File: src/rtl/rq_pkg.sv
package rq_pkg;

    localparam int DATA_BITS  = 32;
    localparam int INDEX_BITS = 4;
    localparam int COUNT_BITS = 4;

    typedef enum logic [1:0] {
        MODE_PUSH  = 2'd0,
        MODE_POP   = 2'd1,
        MODE_PEEK  = 2'd2,
        MODE_COUNT = 2'd3
    } t_mode;

    typedef enum logic [1:0] {
        ST_OK    = 2'd0,
        ST_FULL  = 2'd1,
        ST_EMPTY = 2'd2,
        ST_RANGE = 2'd3
    } t_status;

    typedef struct packed {
        t_mode                 mode;
        logic [DATA_BITS-1:0]  data_in;
        logic [INDEX_BITS-1:0] index;
    } t_cmd;

    typedef struct packed {
        logic [DATA_BITS-1:0]  data_out;
        t_status               status;
        logic [COUNT_BITS-1:0] count;
    } t_result;

    typedef struct packed {
        logic push;
        logic pop;
    } t_cell_ctl;

endpackage

File: src/rtl/ring_queue_with_indexed_peek_core.sv
// Ring queue with indexed peek.
// Holds up to SLOTS-1 words of min(WORD_BITS, DATA_BITS) bits in cells; the oldest
// word sits in the first cell and a pop shifts every cell toward it by one.
// Command channel: i_cmd is taken at a rising edge with start high and busy
// low. Modes: push, pop, peek at an offset from the oldest word, count query.
// Result channel: o_result is shown for exactly one cycle with o_done high,
// in the cycle after the command is taken. It carries the popped or peeked word
// (zero otherwise), a status (ok, full, empty, index out of range) and the
// number of words held after the command.
// Throughput: one command per cycle; busy is high during reset and in the
// first cycle after it, and low otherwise. The result is registered.
// Reset (synchronous, active low) empties the queue; cell contents are not
// cleared and are never read before being written.
// The receiver cannot stall: every result must be taken when o_done is high.
module ring_queue_with_indexed_peek_core
    import rq_pkg::*;
#(
    parameter int SLOTS     = 16,
    parameter int WORD_BITS = 32
) (
    input  logic    i_clk,
    input  logic    i_rst_n,
    input  logic    start,
    input  t_cmd    i_cmd,
    output logic    busy,
    output logic    o_done,
    output t_result o_result
);

    localparam int CELLS = SLOTS - 1;
    localparam int CW    = (WORD_BITS < DATA_BITS) ? WORD_BITS : DATA_BITS;
    localparam int CNTW  = $clog2(SLOTS);
    localparam int CMPW  = (CNTW > INDEX_BITS) ? CNTW : INDEX_BITS;

    logic            r_up;
    logic [CNTW-1:0] r_count;
    logic [CNTW-1:0] n_count;
    logic            r_done;
    t_result         r_result;
    t_result         n_result;
    t_cell_ctl       w_ctl;
    logic            w_accept;
    logic            w_empty;
    logic            w_full;
    logic [CW-1:0]   w_word;
    logic [CW-1:0]   w_peek;
    logic [CMPW-1:0] w_index;
    logic [CMPW-1:0] w_count;
    logic [CELLS-1:0]        w_valid;
    logic [CELLS-1:0][CW-1:0] w_data;

    assign busy     = !r_up;
    assign w_accept = start && !busy;
    assign w_empty  = !w_valid[0];
    assign w_full   = w_valid[CELLS-1];
    assign w_word   = i_cmd.data_in[CW-1:0];
    assign w_index  = CMPW'(i_cmd.index);
    assign w_count  = CMPW'(r_count);

    genvar g;
    generate
        for (g = 0; g < CELLS; g++) begin : g_cell
            logic          w_prev_valid;
            logic          w_next_valid;
            logic [CW-1:0] w_next_data;
            if (g == 0) begin : g_first
                assign w_prev_valid = 1'b1;
            end else begin : g_mid
                assign w_prev_valid = w_valid[g-1];
            end
            if (g == CELLS - 1) begin : g_last
                assign w_next_valid = 1'b0;
                assign w_next_data  = '0;
            end else begin : g_body
                assign w_next_valid = w_valid[g+1];
                assign w_next_data  = w_data[g+1];
            end
            rq_cell #(
                .WIDTH(CW)
            ) u_cell (
                .i_clk       (i_clk),
                .i_rst_n     (i_rst_n),
                .i_ctl       (w_ctl),
                .i_prev_valid(w_prev_valid),
                .i_next_valid(w_next_valid),
                .i_next_data (w_next_data),
                .i_word      (w_word),
                .o_valid     (w_valid[g]),
                .o_data      (w_data[g])
            );
        end
    endgenerate

    always_comb begin
        w_peek = '0;
        for (int i = 0; i < CELLS; i++) begin
            if (w_index == CMPW'(i)) begin
                w_peek = w_data[i];
            end
        end
    end

    always_comb begin
        w_ctl             = '0;
        n_count           = r_count;
        n_result.data_out = '0;
        n_result.status   = ST_OK;
        unique case (i_cmd.mode)
            MODE_PUSH: begin
                if (w_full) begin
                    n_result.status = ST_FULL;
                end else begin
                    w_ctl.push = w_accept;
                    n_count    = r_count + 1'b1;
                end
            end
            MODE_POP: begin
                if (w_empty) begin
                    n_result.status = ST_EMPTY;
                end else begin
                    w_ctl.pop         = w_accept;
                    n_count           = r_count - 1'b1;
                    n_result.data_out = DATA_BITS'(w_data[0]);
                end
            end
            MODE_PEEK: begin
                if (w_empty) begin
                    n_result.status = ST_EMPTY;
                end else if (w_index >= w_count) begin
                    n_result.status = ST_RANGE;
                end else begin
                    n_result.data_out = DATA_BITS'(w_peek);
                end
            end
            MODE_COUNT: begin
            end
            default: begin
            end
        endcase
        n_result.count = COUNT_BITS'(n_count);
    end

    always_ff @(posedge i_clk) begin
        if (!i_rst_n) begin
            r_up    <= 1'b0;
            r_count <= '0;
            r_done  <= 1'b0;
        end else begin
            r_up   <= 1'b1;
            r_done <= w_accept;
            if (w_accept) begin
                r_count <= n_count;
            end
        end
    end

    always_ff @(posedge i_clk) begin
        if (w_accept) begin
            r_result <= n_result;
        end
    end

    assign o_done   = r_done;
    assign o_result = r_result;

    a_done_follows_accept: assert property (@(posedge i_clk) disable iff (!i_rst_n)
        o_done |-> $past(start && !busy))
        else $error("result strobe without an accepted command");

    a_count_matches_cells: assert property (@(posedge i_clk) disable iff (!i_rst_n)
        $countones(w_valid) == int'(r_count))
        else $error("entry count disagrees with occupied cells");

    a_full_at_capacity: assert property (@(posedge i_clk) disable iff (!i_rst_n)
        (o_done && o_result.status == ST_FULL) |-> (int'(r_count) == CELLS))
        else $error("full status below capacity");

endmodule

File: src/rtl/rq_cell.sv
module rq_cell
    import rq_pkg::*;
#(
    parameter int WIDTH = 32
) (
    input  logic             i_clk,
    input  logic             i_rst_n,
    input  t_cell_ctl        i_ctl,
    input  logic             i_prev_valid,
    input  logic             i_next_valid,
    input  logic [WIDTH-1:0] i_next_data,
    input  logic [WIDTH-1:0] i_word,
    output logic             o_valid,
    output logic [WIDTH-1:0] o_data
);

    logic             r_valid;
    logic [WIDTH-1:0] r_data;
    logic             w_load;

    assign w_load = i_ctl.push && !r_valid && i_prev_valid;

    always_ff @(posedge i_clk) begin
        if (!i_rst_n) begin
            r_valid <= 1'b0;
        end else if (i_ctl.pop) begin
            r_valid <= i_next_valid;
        end else if (w_load) begin
            r_valid <= 1'b1;
        end
    end

    always_ff @(posedge i_clk) begin
        if (i_ctl.pop) begin
            r_data <= i_next_data;
        end else if (w_load) begin
            r_data <= i_word;
        end
    end

    assign o_valid = r_valid;
    assign o_data  = r_data;

endmodule

File: config.mk
export PLATFORM = sky130hd
export DESIGN_NAME = ring_queue_with_indexed_peek_core
export DESIGN_NICKNAME = d
export VERILOG_FILES = /design/src/rtl/rq_pkg.sv /design/src/rtl/ring_queue_with_indexed_peek_core.sv /design/src/rtl/rq_cell.sv
export SDC_FILE = /design/constraint.sdc
export NUM_CORES = 1
export LEC_CHECK = 0
export BUFFER_PORTS_ARGS = -buffer_cell sky130_fd_sc_hd__buf_2
export CORE_MARGIN = 3
export CORE_UTILIZATION = 35
export CTS_CLUSTER_SIZE = 20
export DETAILED_ROUTE_END_ITERATION = 8
export PLACE_DENSITY = 0.51
export SYNTH_ARGS = -nofsm -noshare
export SYNTH_HDL_FRONTEND = slang
export SYNTH_HIERARCHICAL = 1
export SYNTH_SLANG_ARGS = --single-unit
File: constraint.sdc
create_clock -name i_clk -period 3.8 [get_ports i_clk]
set_input_delay 0.38 -clock i_clk [delete_from_list [all_inputs] [get_ports i_clk]]
set_output_delay 0.38 -clock i_clk [all_outputs]
set_load 0.01 [all_outputs]
[After elaboration in Yosys (flattened, before gate mapping)]
Cells that the tools add are included.
Cells by class
  $add $sub $neg: 2
  bitwise logic cells: 1
  eq/ne operators: 16
  multiplexer cells: 88
  reduce and logical (&&, ||, !) cells: 63
  $lt $le $gt $ge: 1
Operator list (number)
  $mux W32: 46
  $pmux W32 S2: 1
  $mux W1: 34
  $logic_and A1 B1 Y1: 30
  $eq A4 B4 Y1 const B: 7
  $reduce_bool A2 Y1: 14
  $eq A4 B3 Y1 const B: 4
  $logic_not A1 Y1: 16
  $eq A4 B2 Y1 const B: 2
  $mux W4: 2
  $pmux W4 S2: 1
  $mux W2: 3
  $pmux W2 S3: 1
  $add A4 B1 Y4 const B: 1
  $eq A4 B1 Y1 const B: 1
  $ge A4 B4 Y1: 1
  $logic_not A4 Y1: 1
  $sub A4 B1 Y4 const B: 1
  $eq A2 B1 Y1 const B: 1
  $eq A2 B2 Y1 const B: 1
  $logic_not A2 Y1: 1
  $reduce_or A2 Y1: 1
  $not A1 Y1: 1
Storage, ports and cells
  word-level logic and storage cells: 207
  output and inout bits: 40
  bits in registers: 539

[Logic depth before layout (Yosys ltp)]
Gate-level depths: netlist of the first run.
  word-level depth: 19
  depth in mapped cells: 11
  depth with buffers taken out: 7

[Hierarchy]
Netlist of the first run, hierarchy kept.
Modules (own cells, without submodules)
  rq_cell: sequential area each 980.9 um^2, area each 1536.5 um^2, cells an instance 75, times used 15
  ring_queue_with_indexed_peek_core: sequential area each 1261.2 um^2, area each 6965.4 um^2, cells an instance 882, times used 1

[Worst setup path after synthesis of the first run]
Ideal clock, no wire load.
  kind: input to register
  from: input i_cmd[36] in the netlist's numbering
  to: register g_cell[0].u_cell.r_data[0], enable pin
  path buffers: 1
  slack: 0.246 ns
  stages on the path: 7
  arrival: 3.126 ns
  data required time: 3.372 ns
  library setup time: 0.428 ns
  cell sequence: inv_1 -> ha_1 -> clkbuf_1 -> nand2b_1 -> nor2_1 -> nand2_1 -> o21bai_1
RTL lines
  start: declaration: RTL line ring_queue_with_indexed_peek_core.sv:24  | input t_cmd i_cmd,
  end signal: assignment: RTL line rq_cell.sv:35  | r_data <= i_next_data;
  end signal: assignment: RTL line rq_cell.sv:37  | r_data <= i_word;
  end: declaration: RTL line rq_cell.sv:18  | logic [WIDTH-1:0] r_data;

==> results.yml, run 1 <==
drt:
  wl_met3_mm: 4.95
  drtIter0Drc: 1725
  viasPerCell: 5.58
  vias: 18500
  drc: 0
  wl_per_cell_um: 27.9
  maxUsedRoutingLayer: "met5"
  dr.pass1.iters: 6
  wl_met2_mm: 44.5
  drt-met1-wl_mm: 40.4
  ant_nets: 0
  wl_mm: 92.5
place:
  placed_cells: 3196
  place_ws_ns: 0.639
  io_buffer_count: 80
  dp_hpwl_mm: 55.2
  gp_congestion: 0.801
floorplan:
  core_region_area_um2: 84400
  die_x_um: 299
  rows: 106
  initial_core_util_pct: 35.6
  die-height_um: 299
  dieArea_um2: 89300
  pin_count: 81
setup_path:
  worstPathArrival_ns: 3.13
  critical_path.top_delay_family: "buffers and inverters"
  endpoint_kind: "flip-flop"
  startpoint_type: "flip-flop"
  path_buf_inv: 2
  crit_path_max_fanout: 76
  crit_path_frequent_cell: "buf_12"
  reg2reg_depth: 5
  r2r_slack_ns: 1.02
  crit_required_ns: 4.15
  crit_chain: "nand2_1 -> nor2_4 -> buf_12 -> buf_12 -> mux2_4"
  crit_type: "reg -> reg"
  critical_path.max_stage_delay_ns: 0.62
  rr_startpoint: "g_cell[0].u_cell/o_valid"
  r2r-end: "g_cell[13].u_cell/o_data[7]"
  cpMaxStageDelayCell: "dfxtp_1"
outcome:
  run_status: "finished clean"
sta:
  fin_ws_ns: 1.02
  hold_ws_ns: 0.128
  fin_crit_ns: 2.78
  report.final.setup_viol: 0
  tightest_slew_ns: 1.26
  skew_ns: 0.0352
  relSlewSlack_pct: 15.8
  fin_setup_tns_ns: 0
  finalCritPeriodShare_pct: 73.1
  fmaxAchievable_mhz: 360
  hold_viol: 0
  rsz0062_at_grt: "no"
  report.final.slew_viol_count: 0
clocking:
  root_buffer: "clkbuf_16"
  cts_made_buffers: 66
  post_cts_buffers: 0
  tritoncts: "done"
  cts_max_level: 3
  postCtsHoldBufs: 0
  path_clk_slew_ns: 0.06
  clockBufferDepth: 3
  numClockSinks: 539
  clk_latency_ns: 0.61
  postCtsResizedCells: 0
synthesis:
  ys_ff_latch: 539
  yosysWarnings: 6
  syn_inst: 2007
  postSynth.asyncResetShare_pct: 0
  synthFlopType: "edfxtp_1"
  ys_top_cells_by_area: "edfxtp_1, mux2_4, mux2_2"
  synth.largest_area_cell: "edfxtp_1"
  synth_edf_count: 518
  ys_types: 77
  synth.avg_cell_area_um2: 15.0
  synth_top_area_share_pct: 51.8
  netlist_area_um2: 30000
  yosysSeqAreaShare_pct: 53.2
global_routing:
  grt_pass1_vias: 19000
  antenna_found_initial: 6
  grt_first_pass_wirelength_mm: 135
  track_usage_pct: 20.3
  overflow: 0
  grt_max_degree: 78
worst_hold_path:
  hold_path_end: "r_up"
  worstHoldPathCells: 1
  hp-class: "in -> reg"
  hold_path_startpoint: "i_rst_n"
pwr:
  p_total_mw: 13.7
  powerDensity_nw_per_um2: 406
  power.leakage_nw: 12.0
  ir_drop_mv: 0.281
final_layout:
  final_cell_mix: "edfxtp_1, mux2_4, nand2_1, mux2_2, nor2_1"
  fin_nets: 2181
  final_common_cell: "edfxtp_1"
  drive_above_1_share_pct: 38.2
  layout.cells.non_filler: 3313
  areaGrowthSynthToFinish_pct: 12.5
  fillerInstances: 7835
flow_run:
  drv_cap: 0
[synth_stat cells (9+ instances only)]
master	instances
ha_1	10
mux2_2	91
nand3_1	17
nor2b_1	11
a311oi_1	16
a221oi_2	16
mux2_1	13
a2bb2oi_1	18
mux2i_1	55
o311a_1	9
nand2_1	108
buf_6	63
buf_2	29
a22o_1	16
a21oi_1	66
o21ai_0	63
dfxtp_1	21
nor3_1	10
mux4_2	12
edfxtp_1	518
mux2_4	406
a21o_1	13
a221oi_1	37
buf_12	15
o21bai_1	16
nand2b_1	16
clkbuf_1	26
buf_4	17
nor2_2	15
inv_1	43
nor2_1	86
a22oi_1	10
o21ai_1	16
[worst register-to-register path, delay by kind of cell, from the launching register on]
kind | cells | cell delay [ns]
buffers and inverters | 2 | 0.79
DFF | 1 | 0.62
and+or+nand+nor | 2 | 0.62
muxes | 1 | 0.49
[layer usage]
metal | GRT usage (%) | up-vias
met5 | 0 | -
met4 | 6.47 | 6
met3 | 2.92 | 163
met2 | 33.8 | 604
met1 | 27.3 | 9652
li1 | - | 8056
[metrics by stage]
step / utilization (%) / cell area [um^2]
floorplan: - / 30100
global placement: 37.6 / 31700
detailed placement: 37.6 / 31700
CTS: 40.0 / 33800
global route: 40.0 / 33800
finish: 40.0 / 33800
[how the worst max path moves through the flow]
| stage | cells after the start | end | slack (ns) | startpoint |
|---|---|---|---|---|
| finish | 5 | g_cell[13].u_cell/o_data[7] | 1.02 | g_cell[0].u_cell/o_valid |
| global route | 6 | g_cell[4].u_cell/o_data[6] | 0.88 | g_cell[14].u_cell/o_valid |
| CTS | 6 | g_cell[4].u_cell/o_data[19] | 1.01 | g_cell[14].u_cell/o_valid |
| detailed placement | 9 | g_cell[4].u_cell/o_data[6] | 0.64 | i_cmd[36] |
| global placement | 9 | g_cell[4].u_cell/o_data[9] | 0.67 | i_cmd[36] |
| floorplan | 7 | g_cell[0].u_cell/o_data[0] | 0.25 | i_cmd[36] |
[area by class of cell]
class	instances	area, um^2	share of cell area, %
Multi-Input combinational cell	1304	12800	37.9
Antenna cell	1	2.50	0.00741
Clock buffer	83	1760	5.20
Sequential cell	539	16000	47.3
Clock inverter	33	268	0.793
Inverter	45	169	0.500
Tap cell	1134	1420	4.20
Timing Repair Buffer	174	1390	4.12
[registers in the layout (all words and copies together) (netlist names)]
signal                 cells
o_done                     1
o_result                  38
g_cell.u_cell/o_valid     15
r_count                    4
r_up                       1
g_cell.u_cell/o_data     480
[cell families (layout without fill, tap and decap cells)]
kind of cell | after synthesis | in the layout | synth area share (%)
muxes | 577 | 577 | 26.9
DFF | 539 | 539 | 53.2
AOI/OAI and AO/OA | 382 | 382 | 9.46
and+or+nand+nor | 301 | 301 | 4.75
buffers and inverters | 196 | 335 | 5.18
adders and majority gates | 10 | 10 | 0.417
other | 2 | 35 | 0.0250
[report_power, final]
part | total (mW) | internal (mW) | switching (mW)
Combinational | 1.10 | 0.514 | 0.585
Sequential | 6.56 | 6.54 | 0.0227
Clock | 6.07 | 3.49 | 2.58
Note: power is estimated with default switching activity, not from simulation.
==> inputs of run 2 (changes only) <==
Clock period 3.8 ns to 2.8 ns, I/O delays scaled along.
==> results.yml, run 2 (synthesized netlist as in run 1, its figures left out) <==
floorplan:
  dieArea_um2: 89300
  die-height_um: 299
  pin_count: 81
  die_x_um: 299
  rows: 106
  initial_core_util_pct: 35.6
  core_region_area_um2: 84400
setup_path:
  crit_path_max_fanout: 34
  path_buf_inv: 1
  endpoint_kind: "flip-flop"
  startpoint_type: "flip-flop"
  critPathLaunch: "r_count[0]"
  reg2reg_depth: 7
  r2r_slack_ns: 0.27
  critical_path.max_stage_delay_ns: 0.45
  worstPathArrival_ns: 2.99
  critical_path.top_delay_family: "compound AO/OA/AOI/OAI gates"
  rr_startpoint: "r_count[0]"
  r2r-end: "o_result[33]"
  crit_chain: "ha_1 -> nand2b_1 -> a2111o_1 -> a21o_4 -> nor3_2 -> buf_4 -> a32o_1"
  worstSetupPathDepth: 7
  cpMaxStageDelayCell: "a21o_4"
  crit_path_end: "o_result[33]"
  crit_required_ns: 3.26
  crit_type: "reg -> reg"
clocking:
  path_clk_slew_ns: 0.06
  cts_made_buffers: 66
  post_cts_buffers: 0
  postCtsResizedCells: 0
  cts_max_level: 3
  numClockSinks: 539
  root_buffer: "clkbuf_16"
  clk_latency_ns: 0.61
  clockBufferDepth: 3
  postCtsHoldBufs: 0
  tritoncts: "done"
sta:
  report.final.slew_viol_count: 0
  finalCritPeriodShare_pct: 90.3
  skew_ns: 0.0210
  hold_viol: 0
  relSlewSlack_pct: 24.9
  fmaxAchievable_mhz: 396
  rsz0062_at_grt: "no"
  report.final.setup_viol: 0
  tightest_slew_ns: 1.12
  fin_setup_tns_ns: 0
  fin_crit_ns: 2.53
drt:
  ant_nets: 0
  wl_met3_mm: 4.98
  wl_mm: 92.9
  viasPerCell: 5.54
  drtIter0Drc: 1570
  drc: 0
  drt-met1-wl_mm: 41.9
  vias: 18600
  wl_per_cell_um: 27.7
  wl_met2_mm: 43.6
  dr.pass1.iters: 5
  maxUsedRoutingLayer: "met5"
final_layout:
  stdcell_area_um2: 34500
  areaGrowthSynthToFinish_pct: 14.8
  final_common_cell: "edfxtp_1"
  drive_above_1_share_pct: 39.3
  largest_reg_flops: 480
  fillerInstances: 7743
  fin_nets: 2221
  finish.utilization_pct: 40.9
  final_cell_mix: "edfxtp_1, mux2_4, nand2_1, mux2_2, buf_4"
pwr:
  combPwrFrac_pct: 8.0
  ir_drop_mv: 0.349
  p_total_mw: 18.9
  swShare_pct: 22.5
  seqPwrFrac_pct: 47.2
  powerDensity_nw_per_um2: 548
  p_int_mw: 14.6
  p_clk_share_pct: 44.8
  power.leakage_nw: 12.3
  switchingPower_mw: 4.24
place:
  io_buffer_count: 80
  dpl_cell_area_um2: 32400
  dp_hpwl_mm: 57.3
  gp_congestion: 0.799
global_routing:
  grt_max_degree: 63
  track_usage_pct: 20.4
  antenna_found_initial: 5
  overflow: 0
  grt_first_pass_wirelength_mm: 136
  grt_pass1_vias: 19300
worst_hold_path:
  hold_path_startpoint: "i_rst_n"
  worstHoldPathCells: 1
  hp-class: "in -> reg"
outcome:
  run_status: "finished clean"
flow_run:
  drv_cap: 0
## run 2: cell count changes in the layout (fill, tap and decap cells not counted), sizes merged
cell,change
buf,+40
bufinv,+3
clkbuf,+1
clkinv,-5
clkinvlp,+1
inv,-1
## run 2: metal layers
| metal | up-vias | GRT usage (%) |
|---|---|---|
| met5 | - | 0 |
| met4 | 4 | 6.36 |
| met3 | 152 | 3.16 |
| met2 | 593 | 33.1 |
| met1 | 9675 | 28.1 |
| li1 | 8130 | - |
## run 2: how the worst min path moves through the flow
stage	to
final	r_up
after floorplan	r_up
after global routing	r_up
after detailed placement	r_count[3]
after CTS	r_up
after global placement	r_count[3]
## run 2: stage by stage
step                      hold slack [ns]  worst slack (ns)  instances
after detailed placement            0.491             0.114       3236
after global placement              0.475             0.108       3236
final                              0.0234             0.272       3352
after CTS                          0.0212             0.270       3351
after global routing               0.0347             0.183       3351
after floorplan                     0.308           0.00168       2039
## run 2: layout make-up
cell class	count	area [um^2]	area share [%]
Timing Repair Buffer	214	2020	5.85
Sequential cell	539	16000	46.4
Multi-Input combinational cell	1304	12800	37.1
Clock inverter	31	299	0.868
Inverter	45	169	0.490
Antenna cell	1	2.50	0.00726
Clock buffer	84	1780	5.17
Tap cell	1134	1420	4.12
## run 2: power groups by stage
stage	logic, mW	clock network, mW	registers (mW)
final	1.52	8.46	8.90
after global routing	1.61	9.00	8.90
after CTS	1.51	8.68	8.90
after detailed placement	1.50	0	9.07
after global placement	1.48	0	9.07
after floorplan	0.976	0	9.07
